$ cat config.mk
export PLATFORM = sky130hd
export DESIGN_NAME = quaternion_orientation_accumulator
export DESIGN_NICKNAME = d
export VERILOG_FILES = /design/src/qoa_pkg.sv /design/src/qoa_mul.sv /design/src/quaternion_orientation_accumulator.sv
export SDC_FILE = /design/constraint.sdc
export NUM_CORES = 2
export LEC_CHECK = 0
export BUFFER_PORTS_ARGS = -buffer_cell sky130_fd_sc_hd__buf_4
export CORE_MARGIN = 1
export CORE_UTILIZATION = 40
export DETAILED_ROUTE_END_ITERATION = 8
export PLACE_DENSITY = 0.61
export SLEW_MARGIN = 5
export SYNTH_ARGS = -nofsm -noshare
export SYNTH_HDL_FRONTEND = slang
export SYNTH_SLANG_ARGS = --single-unit
$ cat constraint.sdc
create_clock -name clk -period 27.3 [get_ports clk]
set_input_delay 2.73 -clock clk [delete_from_list [all_inputs] [get_ports clk]]
set_output_delay 2.73 -clock clk [all_outputs]
set_load 0.01 [all_outputs]
$ cat src/qoa_pkg.sv
// Package for the quaternion orientation accumulator.
// Holds fixed-point constants, the CORDIC arctangent table and a shared type.
// Used by qoa_mul and quaternion_orientation_accumulator.
`default_nettype none
package qoa_pkg;
  localparam int QW = 32;
  localparam int CORDIC_STEPS_DEF = 24;
  localparam logic signed [31:0] CORDIC_GAIN = 32'sd652032874;
  localparam logic signed [31:0] Q30_ONE = 32'sd1073741824;
  localparam logic [QW-1:0] SAT_MAX = 32'h7FFF_FFFF;
  localparam logic [QW-1:0] SAT_MIN = 32'h8000_0000;

  typedef logic signed [QW-1:0] q30_t;

  function automatic logic [31:0] atan_lut(input logic [4:0] idx);
    logic [31:0] v;
    case (idx)
      5'd0: v = 32'h20000000; 5'd1: v = 32'h12E4051E; 5'd2: v = 32'h09FB385B;
      5'd3: v = 32'h051111D4; 5'd4: v = 32'h028B0D43; 5'd5: v = 32'h0145D7E1;
      5'd6: v = 32'h00A2F61E; 5'd7: v = 32'h00517C55; 5'd8: v = 32'h0028BE53;
      5'd9: v = 32'h00145F2F; 5'd10: v = 32'h000A2F98; 5'd11: v = 32'h000517CC;
      5'd12: v = 32'h00028BE6; 5'd13: v = 32'h000145F3; 5'd14: v = 32'h0000A2FA;
      5'd15: v = 32'h0000517D; 5'd16: v = 32'h000028BE; 5'd17: v = 32'h0000145F;
      5'd18: v = 32'h00000A30; 5'd19: v = 32'h00000518; 5'd20: v = 32'h0000028C;
      5'd21: v = 32'h00000146; 5'd22: v = 32'h000000A3; 5'd23: v = 32'h00000051;
      5'd24: v = 32'h00000029; 5'd25: v = 32'h00000014; 5'd26: v = 32'h0000000A;
      5'd27: v = 32'h00000005; 5'd28: v = 32'h00000003; 5'd29: v = 32'h00000001;
      5'd30: v = 32'h00000001;
      default: v = 32'h00000000;
    endcase
    return v;
  endfunction

  function automatic logic signed [63:0] asr64(input logic signed [63:0] v,
                                                input logic [5:0] s);
    return v >>> s;
  endfunction
endpackage
`default_nettype wire

$ cat src/qoa_mul.sv
// Bit-serial signed multiplier for the accumulator: one multiplier bit per cycle.
// Depends on qoa_pkg.
`default_nettype none
module qoa_mul import qoa_pkg::*; (
  input  wire logic               clk,
  input  wire logic               rst_n,
  input  wire logic               start,
  input  wire logic signed [33:0] a,
  input  wire logic signed [33:0] b,
  output logic                    done,
  output logic signed [67:0]      prod
);
  logic signed [67:0] acc_r, acc_nxt;
  logic signed [67:0] mcand_r, mcand_nxt;
  logic [33:0] mplier_r, mplier_nxt;
  logic [5:0] cnt_r, cnt_nxt;
  logic busy_r, busy_nxt;
  logic done_r, done_nxt;

  always_comb begin
    acc_nxt = acc_r; mcand_nxt = mcand_r; mplier_nxt = mplier_r;
    cnt_nxt = cnt_r; busy_nxt = busy_r; done_nxt = 1'b0;
    if (start) begin
      acc_nxt = '0;
      mcand_nxt = 68'(a);
      mplier_nxt = b;
      cnt_nxt = '0;
      busy_nxt = 1'b1;
    end else if (busy_r) begin
      // Top bit carries negative weight (two's complement).
      if (mplier_r[0]) begin
        if (cnt_r == 6'd33) acc_nxt = acc_r - mcand_r;
        else acc_nxt = acc_r + mcand_r;
      end
      mcand_nxt = mcand_r <<< 1;
      mplier_nxt = mplier_r >> 1;
      cnt_nxt = cnt_r + 6'd1;
      if (cnt_r == 6'd33) begin
        busy_nxt = 1'b0;
        done_nxt = 1'b1;
      end
    end
  end

  always_ff @(posedge clk) begin
    if (!rst_n) begin
      busy_r <= 1'b0; done_r <= 1'b0; cnt_r <= '0;
    end else begin
      busy_r <= busy_nxt; done_r <= done_nxt; cnt_r <= cnt_nxt;
    end
    acc_r <= acc_nxt; mcand_r <= mcand_nxt; mplier_r <= mplier_nxt;
  end

  assign done = done_r;
  assign prod = acc_r;
endmodule
`default_nettype wire

$ cat src/quaternion_orientation_accumulator.sv
// Quaternion orientation accumulator: one rotation per item, r * o, Q1.30 out.
// Each angle of an item takes a division and a CORDIC, and each product runs on one
// bit-serial multiplier; one item at a time, the next accepted only once the result has
// been taken from out_tdata.
// Synchronous active-low reset puts the orientation at identity (w = 1.0). Needs qoa_pkg, qoa_mul.
`default_nettype none
module quaternion_orientation_accumulator import qoa_pkg::*; #(
  parameter int CORDIC_STEPS = CORDIC_STEPS_DEF
) (
  input  wire logic         clk,
  input  wire logic         rst_n,
  input  wire logic         in_tvalid,
  output logic              in_tready,
  // tdata low to high: angle_x[25:0], angle_y, angle_z, axis_x, axis_y, axis_z, pad
  input  wire logic [175:0] in_tdata,
  // tuser: opcode
  input  wire logic [0:0]   in_tuser,
  output logic              out_tvalid,
  input  wire logic         out_tready,
  // tdata low to high: quat_x, quat_y, quat_z, quat_w
  output logic [127:0]      out_tdata
);
  localparam int NSTEP = (CORDIC_STEPS > 32) ? 32 : CORDIC_STEPS;

  localparam logic [3:0] ST_IDLE = 4'd0, ST_HALF = 4'd1, ST_CORD = 4'd2,
                         ST_RSEL = 4'd3, ST_MUL = 4'd4, ST_MWAIT = 4'd5,
                         ST_OUT = 4'd6, ST_HDIV = 4'd7;

  logic [3:0] st_r, st_nxt;
  logic       op_r;
  logic signed [25:0] ang_r [3];
  logic signed [31:0] axis_r [3];
  logic signed [31:0] ori_r [4];
  logic signed [31:0] cs_r [3], sn_r [3];
  logic signed [31:0] rq_r [4];
  logic [1:0] ai_r;
  // CORDIC
  logic signed [33:0] cx_r, cy_r, cz_r;
  logic [5:0] ci_r;
  logic cneg_r;
  // half-angle restoring division by 360
  logic [40:0] num_r;
  logic [8:0] rem_r;
  logic [5:0] dcnt_r;
  logic hneg_r;
  // products
  logic [4:0] pi_r;
  logic signed [33:0] ma, mb;
  logic mstart, mdone;
  logic signed [67:0] mprod;
  logic signed [33:0] t_r;
  logic signed [35:0] sum_r [4];
  logic signed [33:0] mrnd;

  qoa_mul u_mul (.clk, .rst_n, .start(mstart), .a(ma), .b(mb), .done(mdone), .prod(mprod));

  assign mrnd = 34'((mprod + 68'sd536870912) >>> 30);

  function automatic logic signed [31:0] sat(input logic signed [35:0] v);
    if (v > 36'sd2147483647) return SAT_MAX;
    if (v < -36'sd2147483648) return SAT_MIN;
    return v[31:0];
  endfunction

  // Product schedule: Euler phase uses 16 products (8 triples), then 16 Hamilton.
  // Selection codes: 0..2 cos, 3..5 sin, 6 temp, 7..9 axis, 10..13 r, 14..17 o.
  logic [4:0] sa, sb;
  logic [1:0] dst;   // destination sum
  logic       neg, first, eul;
  always_comb begin
    sa = 5'd0; sb = 5'd0; dst = 2'd0; neg = 1'b0; first = 1'b0; eul = 1'b1;
    case (pi_r)
      // triples a*b then *c; first of pair loads temp
      5'd0:  begin sa = 5'd2; sb = 5'd1; end
      5'd1:  begin sa = 5'd6; sb = 5'd3; dst = 2'd0; first = 1'b1; end
      5'd2:  begin sa = 5'd5; sb = 5'd4; end
      5'd3:  begin sa = 5'd6; sb = 5'd0; dst = 2'd0; neg = 1'b1; end
      5'd4:  begin sa = 5'd2; sb = 5'd4; end
      5'd5:  begin sa = 5'd6; sb = 5'd0; dst = 2'd1; first = 1'b1; end
      5'd6:  begin sa = 5'd5; sb = 5'd1; end
      5'd7:  begin sa = 5'd6; sb = 5'd3; dst = 2'd1; end
      5'd8:  begin sa = 5'd5; sb = 5'd1; end
      5'd9:  begin sa = 5'd6; sb = 5'd0; dst = 2'd2; first = 1'b1; end
      5'd10: begin sa = 5'd2; sb = 5'd4; end
      5'd11: begin sa = 5'd6; sb = 5'd3; dst = 2'd2; neg = 1'b1; end
      5'd12: begin sa = 5'd2; sb = 5'd1; end
      5'd13: begin sa = 5'd6; sb = 5'd0; dst = 2'd3; first = 1'b1; end
      5'd14: begin sa = 5'd5; sb = 5'd4; end
      5'd15: begin sa = 5'd6; sb = 5'd3; dst = 2'd3; end
      default: begin
        eul = 1'b0;
        // Hamilton: index h = pi-16, component c = h/4, term t = h%4
        case (pi_r[3:0])
          4'd0:  begin sa = 5'd13; sb = 5'd14; dst = 2'd0; first = 1'b1; end
          4'd1:  begin sa = 5'd10; sb = 5'd17; dst = 2'd0; end
          4'd2:  begin sa = 5'd11; sb = 5'd16; dst = 2'd0; end
          4'd3:  begin sa = 5'd12; sb = 5'd15; dst = 2'd0; neg = 1'b1; end
          4'd4:  begin sa = 5'd13; sb = 5'd15; dst = 2'd1; first = 1'b1; end
          4'd5:  begin sa = 5'd10; sb = 5'd16; dst = 2'd1; neg = 1'b1; end
          4'd6:  begin sa = 5'd11; sb = 5'd17; dst = 2'd1; end
          4'd7:  begin sa = 5'd12; sb = 5'd14; dst = 2'd1; end
          4'd8:  begin sa = 5'd13; sb = 5'd16; dst = 2'd2; first = 1'b1; end
          4'd9:  begin sa = 5'd10; sb = 5'd15; dst = 2'd2; end
          4'd10: begin sa = 5'd11; sb = 5'd14; dst = 2'd2; neg = 1'b1; end
          4'd11: begin sa = 5'd12; sb = 5'd17; dst = 2'd2; end
          4'd12: begin sa = 5'd13; sb = 5'd17; dst = 2'd3; first = 1'b1; end
          4'd13: begin sa = 5'd10; sb = 5'd14; dst = 2'd3; neg = 1'b1; end
          4'd14: begin sa = 5'd11; sb = 5'd15; dst = 2'd3; neg = 1'b1; end
          default: begin sa = 5'd12; sb = 5'd16; dst = 2'd3; neg = 1'b1; end
        endcase
      end
    endcase
  end

  function automatic logic signed [33:0] pick(input logic [4:0] s,
      input logic signed [31:0] c0, input logic signed [31:0] c1,
      input logic signed [31:0] c2, input logic signed [31:0] s0,
      input logic signed [31:0] s1, input logic signed [31:0] s2,
      input logic signed [33:0] t,
      input logic signed [31:0] x0, input logic signed [31:0] x1,
      input logic signed [31:0] x2,
      input logic signed [31:0] r0, input logic signed [31:0] r1,
      input logic signed [31:0] r2, input logic signed [31:0] r3,
      input logic signed [31:0] o0, input logic signed [31:0] o1,
      input logic signed [31:0] o2, input logic signed [31:0] o3);
    logic signed [33:0] v;
    case (s)
      5'd0: v = 34'(c0); 5'd1: v = 34'(c1); 5'd2: v = 34'(c2);
      5'd3: v = 34'(s0); 5'd4: v = 34'(s1); 5'd5: v = 34'(s2);
      5'd6: v = t;
      5'd7: v = 34'(x0); 5'd8: v = 34'(x1); 5'd9: v = 34'(x2);
      5'd10: v = 34'(r0); 5'd11: v = 34'(r1); 5'd12: v = 34'(r2);
      5'd13: v = 34'(r3);
      5'd14: v = 34'(o0); 5'd15: v = 34'(o1); 5'd16: v = 34'(o2);
      5'd17: v = 34'(o3);
      default: v = '0;
    endcase
    return v;
  endfunction

  // Axis mode: pi 0..2 are taken over by a separate small schedule (axis * sin).
  logic [4:0] sa_e, sb_e;
  always_comb begin
    sa_e = sa; sb_e = sb;
    if (op_r && (st_r == ST_MUL || st_r == ST_MWAIT) && pi_r < 5'd3) begin
      sa_e = 5'd7 + pi_r; sb_e = 5'd3;
    end
  end

  assign ma = pick(sa_e, cs_r[0], cs_r[1], cs_r[2], sn_r[0], sn_r[1], sn_r[2], t_r,
                   axis_r[0], axis_r[1], axis_r[2], rq_r[0], rq_r[1], rq_r[2], rq_r[3],
                   ori_r[0], ori_r[1], ori_r[2], ori_r[3]);
  assign mb = pick(sb_e, cs_r[0], cs_r[1], cs_r[2], sn_r[0], sn_r[1], sn_r[2], t_r,
                   axis_r[0], axis_r[1], axis_r[2], rq_r[0], rq_r[1], rq_r[2], rq_r[3],
                   ori_r[0], ori_r[1], ori_r[2], ori_r[3]);
  assign mstart = (st_r == ST_MUL);

  // CORDIC step values
  logic signed [33:0] ydx, xdy;
  logic signed [33:0] atn;
  assign ydx = cy_r >>> ci_r;
  assign xdy = cx_r >>> ci_r;
  assign atn = 34'(signed'({1'b0, atan_lut(ci_r[4:0])}));

  logic [25:0] aabs;
  assign aabs = ang_r[ai_r][25] ? 26'(-ang_r[ai_r]) : ang_r[ai_r];
  logic [9:0] rsh;
  assign rsh = {rem_r, num_r[40]};
  logic [31:0] qv, qs;
  assign qv = num_r[31:0];
  assign qs = hneg_r ? 32'(-qv) : qv;
  logic signed [32:0] aw, af;
  logic fneg;
  always_comb begin
    aw = 33'(signed'(qs));
    fneg = 1'b0; af = aw;
    if (aw > 33'sd1073741824) begin af = 33'sd2147483648 - aw; fneg = 1'b1; end
    else if (aw < -33'sd1073741824) begin af = -33'sd2147483648 - aw; fneg = 1'b1; end
  end

  logic out_v_r;
  logic [1:0] ai_last;
  assign ai_last = op_r ? 2'd0 : 2'd2;

  always_ff @(posedge clk) begin
    if (!rst_n) begin
      st_r <= ST_IDLE; out_v_r <= 1'b0;
      ori_r[0] <= '0; ori_r[1] <= '0; ori_r[2] <= '0; ori_r[3] <= Q30_ONE;
    end else begin
      case (st_r)
        ST_IDLE: if (in_tvalid) begin
          op_r <= in_tuser[0];
          ang_r[0] <= in_tdata[25:0];
          ang_r[1] <= in_tdata[51:26];
          ang_r[2] <= in_tdata[77:52];
          axis_r[0] <= in_tdata[109:78];
          axis_r[1] <= in_tdata[141:110];
          axis_r[2] <= in_tdata[173:142];
          ai_r <= 2'd0; st_r <= ST_HALF;
        end
        ST_HALF: begin
          // numerator = |v|*32768 + 180, divided by 360 one bit per cycle
          hneg_r <= ang_r[ai_r][25];
          num_r <= {aabs, 15'd0} + 41'd180;
          rem_r <= '0; dcnt_r <= '0; st_r <= ST_HDIV;
        end
        ST_HDIV: begin
          if (rsh >= 10'd360) begin
            rem_r <= 9'(rsh - 10'd360); num_r <= {num_r[39:0], 1'b1};
          end else begin
            rem_r <= rsh[8:0]; num_r <= {num_r[39:0], 1'b0};
          end
          dcnt_r <= dcnt_r + 6'd1;
          if (dcnt_r == 6'd40) begin
            st_r <= ST_CORD; ci_r <= 6'd63;
          end
        end
        ST_CORD: begin
          if (ci_r == 6'd63) begin
            cx_r <= 34'(CORDIC_GAIN); cy_r <= '0; cz_r <= 34'(af);
            cneg_r <= fneg; ci_r <= '0;
          end else if (ci_r < 6'(NSTEP)) begin
            if (!cz_r[33]) begin
              cx_r <= cx_r - ydx; cy_r <= cy_r + xdy; cz_r <= cz_r - atn;
            end else begin
              cx_r <= cx_r + ydx; cy_r <= cy_r - xdy; cz_r <= cz_r + atn;
            end
            ci_r <= ci_r + 6'd1;
          end else begin
            cs_r[ai_r] <= cneg_r ? 32'(-cx_r) : cx_r[31:0];
            sn_r[ai_r] <= cy_r[31:0];
            if (ai_r == ai_last) begin
              pi_r <= 5'd0; st_r <= ST_MUL;
            end else begin
              ai_r <= ai_r + 2'd1; st_r <= ST_HALF;
            end
          end
        end
        ST_MUL: st_r <= ST_MWAIT;
        ST_MWAIT: if (mdone) begin
          if (op_r && pi_r < 5'd3) begin
            rq_r[pi_r[1:0]] <= sat(36'(mrnd));
            if (pi_r == 5'd2) begin
              rq_r[3] <= cs_r[0]; pi_r <= 5'd16;
            end else pi_r <= pi_r + 5'd1;
            st_r <= ST_MUL;
          end else begin
            if (eul && !pi_r[0]) t_r <= mrnd;
            else if (first) sum_r[dst] <= neg ? -36'(mrnd) : 36'(mrnd);
            else sum_r[dst] <= neg ? sum_r[dst] - 36'(mrnd) : sum_r[dst] + 36'(mrnd);
            st_r <= ST_MUL;
            if (pi_r == 5'd15) begin
              pi_r <= 5'd31;
              st_r <= ST_RSEL;
            end else if (pi_r == 5'd31 && !eul) st_r <= ST_OUT;
            else pi_r <= pi_r + 5'd1;
          end
        end
        ST_RSEL: begin
          // sum_r[3] written on the last triple lands this cycle
          rq_r[0] <= sat(sum_r[0]); rq_r[1] <= sat(sum_r[1]);
          rq_r[2] <= sat(sum_r[2]); rq_r[3] <= sat(sum_r[3]);
          pi_r <= 5'd16; st_r <= ST_MUL;
        end
        ST_OUT: begin
          if (!out_v_r) begin
            ori_r[0] <= sat(sum_r[0]); ori_r[1] <= sat(sum_r[1]);
            ori_r[2] <= sat(sum_r[2]); ori_r[3] <= sat(sum_r[3]);
            out_v_r <= 1'b1;
          end else if (out_tready) begin
            out_v_r <= 1'b0; st_r <= ST_IDLE;
          end
        end
        default: st_r <= ST_IDLE;
      endcase
    end
  end

  assign in_tready = (st_r == ST_IDLE);
  assign out_tvalid = out_v_r;
  assign out_tdata = {ori_r[3], ori_r[2], ori_r[1], ori_r[0]};

  a_no_in_while_out: assert property (@(posedge clk) disable iff (!rst_n)
    out_v_r |-> !in_tready) else $error("input open while result pending");
  a_out_hold: assert property (@(posedge clk) disable iff (!rst_n)
    (out_v_r && !out_tready) |=> out_v_r) else $error("result dropped");
  a_cordic_bound: assert property (@(posedge clk) disable iff (!rst_n)
    (st_r == ST_CORD) |-> (ci_r <= 6'(NSTEP) || ci_r == 6'd63)) else $error("cordic index");
endmodule
`default_nettype wire
======== Word-level counts from Yosys, hierarchy flattened ========
Memories as Yosys holds them, arrays and structs flattened. A register that Yosys moved wholly into a read port is not among the register bits.
Cells that the tools add are included.
storage, ports and cells
  ROM bits ................................ 960
  input port bits ......................... 181
  flip-flop bits (word level) ............. 391
  output and inout bits ................... 130
  RAM bits ................................ 766
  memories ................................ 8
cells by class
  shifts and indexed selects .............. 2
  bitwise operators ....................... 9
  magnitude comparators ................... 15
  eq/ne operators ......................... 86
  add/subtract/negate cells ............... 25
  reduce and logical (&&, ||, !) cells .... 59
  multiplexer cells ....................... 249
memories
  name             depth  bits a word  read ports  clocked after Yosys merged registers in  write ports  RTL line                                  source
  (no name shown)  32     30           1           1                                        0            qoa_pkg.sv:17                             case (idx)
  sum_r            4      36           5           0                                        1            quaternion_orientation_accumulator.sv:52  logic signed [35:0] sum_r [4];
  ori_r            4      32           4           0                                        4            quaternion_orientation_accumulator.sv:33  logic signed [31:0] ori_r [4];
  rq_r             4      32           4           0                                        4            quaternion_orientation_accumulator.sv:35  logic signed [31:0] rq_r [4];
  axis_r           3      32           3           0                                        3            quaternion_orientation_accumulator.sv:32  logic signed [31:0] axis_r [3];
  cs_r             3      32           3           0                                        1            quaternion_orientation_accumulator.sv:34  logic signed [31:0] cs_r [3], sn_r [3];
  2 more memories  --     --           --          --                                       --           --
operator list
  kind                                                             number
  two-way mux 32 bit                                               60
  case mux 34 bit (18 select lines)                                2
  two-way mux 34 bit                                               9
  two-way mux 68 bit                                               3
  greater-than comparator 36 x 32 -> 1 bit, second input constant  4
  < comparator 36 x 32 -> 1 bit, second input constant             4
  two-way mux 1 bit                                                121
  == test 5 x 4 -> 1 bit, second input constant                    24
  two-way mux 36 bit                                               3
  case mux 41 bit (2 select lines)                                 1
  adder 34 bit                                                     2
  adder 68 bit                                                     1
  >>> shifter 34 x 6 -> 34 bit                                     2
  subtractor 34 bit                                                2
  subtractor 68 bit                                                1
  two-way mux 33 bit                                               2
  adder 64 x 31 -> 64 bit, second input constant                   1
  negator 32 bit                                                   2
  OR reduction 4 bit                                               16
  == test 5 x 3 -> 1 bit, second input constant                    12
  two-way mux 5 bit                                                11
  adder 41 x 8 -> 41 bit, second input constant                    1
  adder 36 x 34 -> 36 bit                                          1
  negator 34 -> 36 bit                                             1
  71 further kinds                                                 159

======== Logic depth before layout (Yosys ltp) ========
  depth after elaboration ................. 19
  depth in mapped cells ................... 29
  gate-level depth less buffers ........... 26

======== Hierarchy ========
Synthesis repeated with hierarchy kept, for this count alone.
second synthesis, totals
  cells, all modules ...................... 7067
  area total of the unflattened synthesis .. 73217.7 um2
modules (own cells, without submodules)
  module                              cells each  instances  area an instance (um2)  sequential area each (um2)
  quaternion_orientation_accumulator  5694        1          60987.2                 29968.7
  qoa_mul                             1373        1          12230.5                 4584.4

======== Least setup slack after synthesis ========
OpenSTA, ideal clock, no wires.
  path kind ............................... reg2reg
  start ................................... reg st_r[1]
  end ..................................... mem ori_r[0][0] (enable)
  period minus slack after synthesis ...... 10.764 ns
  arrival time ............................ 9.972 ns
  cell stages (with the launch flop) ...... 5
  setup slack ............................. 16.536 ns
  library setup time ...................... 0.792 ns
  cell sequence ........................... dfxtp_1 > clkbuf_1 > nand2_1 > or2_2 > o21ai_0
RTL lines
  item                    RTL line                                   source
  from (decl)             quaternion_orientation_accumulator.sv:29   logic [3:0] st_r, st_nxt;
  from (signal assigned)  quaternion_orientation_accumulator.sv:187  st_r <= ST_IDLE; out_v_r <= 1'b0;
  from (signal assigned)  quaternion_orientation_accumulator.sv:199  ai_r <= 2'd0; st_r <= ST_HALF;
  from (signal assigned)  quaternion_orientation_accumulator.sv:205  rem_r <= '0; dcnt_r <= '0; st_r <= ST_HDIV;
  to (decl)               quaternion_orientation_accumulator.sv:33

======== Final worst setup path ========
  start ................................... reg ci_r[1]
  end ..................................... reg cy_r[32], data pin
between the ends
  cells in the longest elaborated chain, start to end .. 4
  elaborated cells on any way between the ends .. 6
RTL lines
  item                                                      RTL line                                                                              source
  from (decl)                                               quaternion_orientation_accumulator.sv:39                                              logic [5:0] ci_r;
  from (signal assigned)                                    quaternion_orientation_accumulator.sv:228                                             ci_r <= ci_r + 6'd1;
  >>> shifter 34 x 6 -> 34 bit                              quaternion_orientation_accumulator.sv:162                                             assign xdy = cx_r >>> ci_r;
  adder 34 bit / subtractor 34 bit (equally long branches)  quaternion_orientation_accumulator.sv:224, quaternion_orientation_accumulator.sv:226
  two-way mux 34 bit                                        quaternion_orientation_accumulator.sv:223                                             if (!cz_r[33]) begin
  two-way mux 34 bit                                        quaternion_orientation_accumulator.sv:222                                             end else if (ci_r < 6'(NSTEP)) begin
  to (signal assigned)                                      quaternion_orientation_accumulator.sv:224                                             cx_r <= cx_r - ydx; cy_r <= cy_r + xdy; cz_r <= cz_r - atn;
  to (signal assigned)                                      quaternion_orientation_accumulator.sv:226                                             cx_r <= cx_r + ydx; cy_r <= cy_r - xdy; cz_r <= cz_r + atn;
  to (decl)                                                 quaternion_orientation_accumulator.sv:38                                              logic signed [33:0] cx_r, cy_r, cz_r;
Several ways; a longest one is shown, not always the timed one. The select of a mux whose other input is x is not followed.
A chain may end at the register's enable or synchronous reset.

==> out/metrics.cfg <==
[route]
drtAntennaViolNets=0
drc_errors=0
wl_per_cell_um=29.2
viasPerCell=6.30
first_iter_violations=8144
routed_wirelength_um=277000
vias=59879
drtPass1Iterations=9

[global_route]
grt_util_all_layers_pct=30.0
grt_pass1_vias=56866
grt_first_pass_wirelength_um=394000
antenna_found_initial=10
grt_overflow=0
grt_max_degree=113

[logic_synthesis]
synthXorXnorAreaFrac_pct=6.59
synth_warnings=0
synth_fa_ha_area_share_pct=4.18
netlist_instances=6875
syn_avg_cell_area_sq_um=10.3
synth_seq_area_share_pct=48.4
synth_mux_area_share_pct=6.41
ys_ff_latch=1180
syn_nets=7290
synth.cell_area_sq_um=70900
synth_edf_count=1072
synth_cell_types=94
synthArstFlopShare_pct=0
synth_top_family_by_area=compound AO/OA/AOI/OAI gates
synthFlopType=edfxtp_1
synth_compound_area_share_pct=17.4
yosys.area_share.simple_pct=14.1

[power_and_ir_drop]
internal-power_mw=4.26
seq_power_share_pct=37.4
powerDensity_nw_per_um2=84.2
netSwitchingFraction_pct=37.1
ir_worst_vdd_mv=0.0615
comb_power_share_pct=35.3
finalPower_mw=6.78
p_leak_nw=29.7
clock_power_share_pct=27.3
p_sw_mw=2.51

[floorplanning]
die_w_um=423
die_height_um=423
io_pins=311
coreArea_sq_um=176000
start_util_pct=40.3
die_area_sq_um=179000
placementRows=154

[worst_hold_path]
hp-class=reg -> reg

[placement]
place.gp.congestion=0.972
dp_cells=9260
dp_hpwl_um=198000
portBuffers=308
dp_slack_ns=19.45

[finish]
fin_cells=9512
nNetsFinal=7473
utilization_pct=45.7
drive_gt1_share_pct=13.3
syn2layout_area_growth_pct=13.4

[clock_tree]
cts.clk_slew.worst_paths_ns=0.06
cts_buffer_depth=3
cts_made_buffers=136
cts_resized=0
cts.sinks=1180
cts_hold_buf=0
insertion_delay_ns=0.82
cts_root_buf=clkbuf_16
tritoncts=done
htree_num_levels=4
post_cts_buffers=0

[sta]
rsz0062_at_grt=no
hold_viol_final=0
setup_viol=0
min_period_over_period_pct=28.8
skew_ns=0.0534
layout_setup_ws_ns=19.44
min_period_ns=7.86
timing.fmax_ghz=0.127
maxSlewViolCount=0
fin_tns_setup_ns=0
slew_headroom_pct=11.2
tightest_slew_ns=1.33

[worst_setup_path]
critical_path_required_ns=27.79
max_stage_delay_ns=0.86
setup.worst_path.class=reg -> reg
cp.arrival_ns=8.35
worstSetupEndpointType=register
worstSetupStartpointType=register
cp_slowest_cell=nor3b_1
path_cells=buf_4 > buf_4 > mux4_2 > mux2i_1 > o22ai_1 > a211oi_1 > nand2_1 > nor3b_1 > a21oi_1 > xnor2_1 > ha_1 > and3_1 > and2_1 > a32o_1 > a41oi_1 > o211a_1 > o31ai_1 > a41o_1 > a311oi_1 > a21oi_1 > xnor2_1 > nor2_1
crit_fanout=48

[job]
drv_cap=0

[status]
status=finished clean

[cell usage after synthesis (57+ instances only)]
cell type | count | area, sq um
nor2b_1 | 58 | 363
a21o_1 | 121 | 908
and2_1 | 66 | 413
xor2_1 | 229 | 2010
xnor2_1 | 301 | 2640
o21a_1 | 73 | 548
nand2b_1 | 60 | 375
a221oi_1 | 83 | 727
mux2i_1 | 156 | 1560
clkbuf_1 | 333 | 1250
edfxtp_1 | 1072 | 32200
nor3_1 | 108 | 541
dfxtp_1 | 108 | 2160
a21oi_1 | 531 | 2660
and3_1 | 57 | 357
nor2_1 | 712 | 2670
mux4_2 | 105 | 2360
ha_1 | 229 | 2870
inv_1 | 127 | 477
a22o_1 | 69 | 604
a31oi_1 | 78 | 488
nand3_1 | 90 | 450
nand2_1 | 739 | 2770
o21ai_0 | 433 | 2170
[critical path: cells and delay by family (launching register included)]
family          cells  cell delay, ns
compound gates     10            2.99
xor+xnor            2            0.39
fa+ha+maj           1            0.31
buf+inv             2            1.00
flops               1            0.44
mux                 2            0.87
simple gates        5            1.51
[stage by stage]
stage,hold WS (ns),cell area [sq um]
5_1_grt,0.473,80500
6_report,0.457,80500
4_1_cts,0.458,80500
3_3_place_gp,0.443,76000
3_5_place_dp,0.450,76000
2_1_floorplan,0.436,70900
[per-layer routing]
layer  global-route usage, %  vias to the layer above  routed length [um]
met1                    38.4                    29247              106000
met4                    19.3                        8               20600
li1                        -                    26200                   -
met3                    6.08                      809               27800
met2                    46.2                     3615              123000
met5                       0                        -                  49
[final timing paths]
path / start / endpoint / slack, ns / cells past startpoint
hold / removal: u_mul.prod[14] / u_mul.prod[14] / 0.46 / 2
setup reg to reg: ci_r[1] / cy_r[32] / 19.44 / 22
hold reg to reg: u_mul.prod[14] / u_mul.prod[14] / 0.46 / 2
setup / recovery: ci_r[1] / cy_r[32] / 19.44 / 22
[cells by family (layout without fill, tap and decap cells)]
group | count (synthesis) | in the layout
xor+xnor | 532 | 532
fa+ha+maj | 234 | 234
compound gates | 1898 | 1898
simple gates | 2183 | 2183
buf+inv | 532 | 826
flops | 1180 | 1180
mux | 316 | 316
other cells | 0 | 3
[power groups by stage]
stage / logic, mW / clock network (mW) / registers, mW
final: 2.39 / 1.85 / 2.53
after global routing: 2.58 / 1.93 / 2.54
after CTS: 2.33 / 1.87 / 2.53
after detailed placement: 2.31 / 0 / 2.56
after global placement: 2.29 / 0 / 2.56
after floorplan: 1.65 / 0 / 2.47
[layout by cell type (no fill, tap or decap), types with 38 or more instances in the layout]
cell and n:
o21ai_0 431, xor2_1 229, a211oi_1 40, nand2_1 729
clkbuf_16 145, buf_4 446, inv_1 127, a31oi_1 78
nand3_1 88, dfxtp_1 107, nand4_1 55, or3_1 50
and2_1 61, a22o_1 69, a22oi_1 56, a21o_1 121
mux2i_1 154, mux2_2 55, edfxtp_1 1072, a222oi_1 40
o21a_1 73, nor3_1 102, or2_2 53, and3_1 54
a221oi_1 83, nor2_1 691, a21oi_1 525, mux4_2 105
ha_1 229, o31ai_1 54, nand2b_1 59, nor2b_1 57
xnor2_1 301, o221ai_1 38
[state kept, by name, summed over array words and instances (netlist names), 64 cells and up, named ones only]
| signal | cells |
|---|---|
| u_mul.prod | 64 |
| cs_r | 96 |
| sum_r | 144 |
| ang_r | 78 |
| u_mul.mcand_r | 64 |
| ori_r | 128 |
| axis_r | 96 |
| sn_r | 96 |
| rq_r | 128 |
[final cells by class]
cell class / count / area [sq um]
Antenna cell: 3 / 7.51
Clock buffer: 173 / 3750
Timing Repair Buffer: 447 / 3370
Fill cell: 16514 / 95600
Tap cell: 2340 / 2930
Sequential cell: 1180 / 34400
Multi-Input combinational cell: 5163 / 34900
Clock inverter: 76 / 692
Inverter: 130 / 488
(Power assumes the default switching activity.)
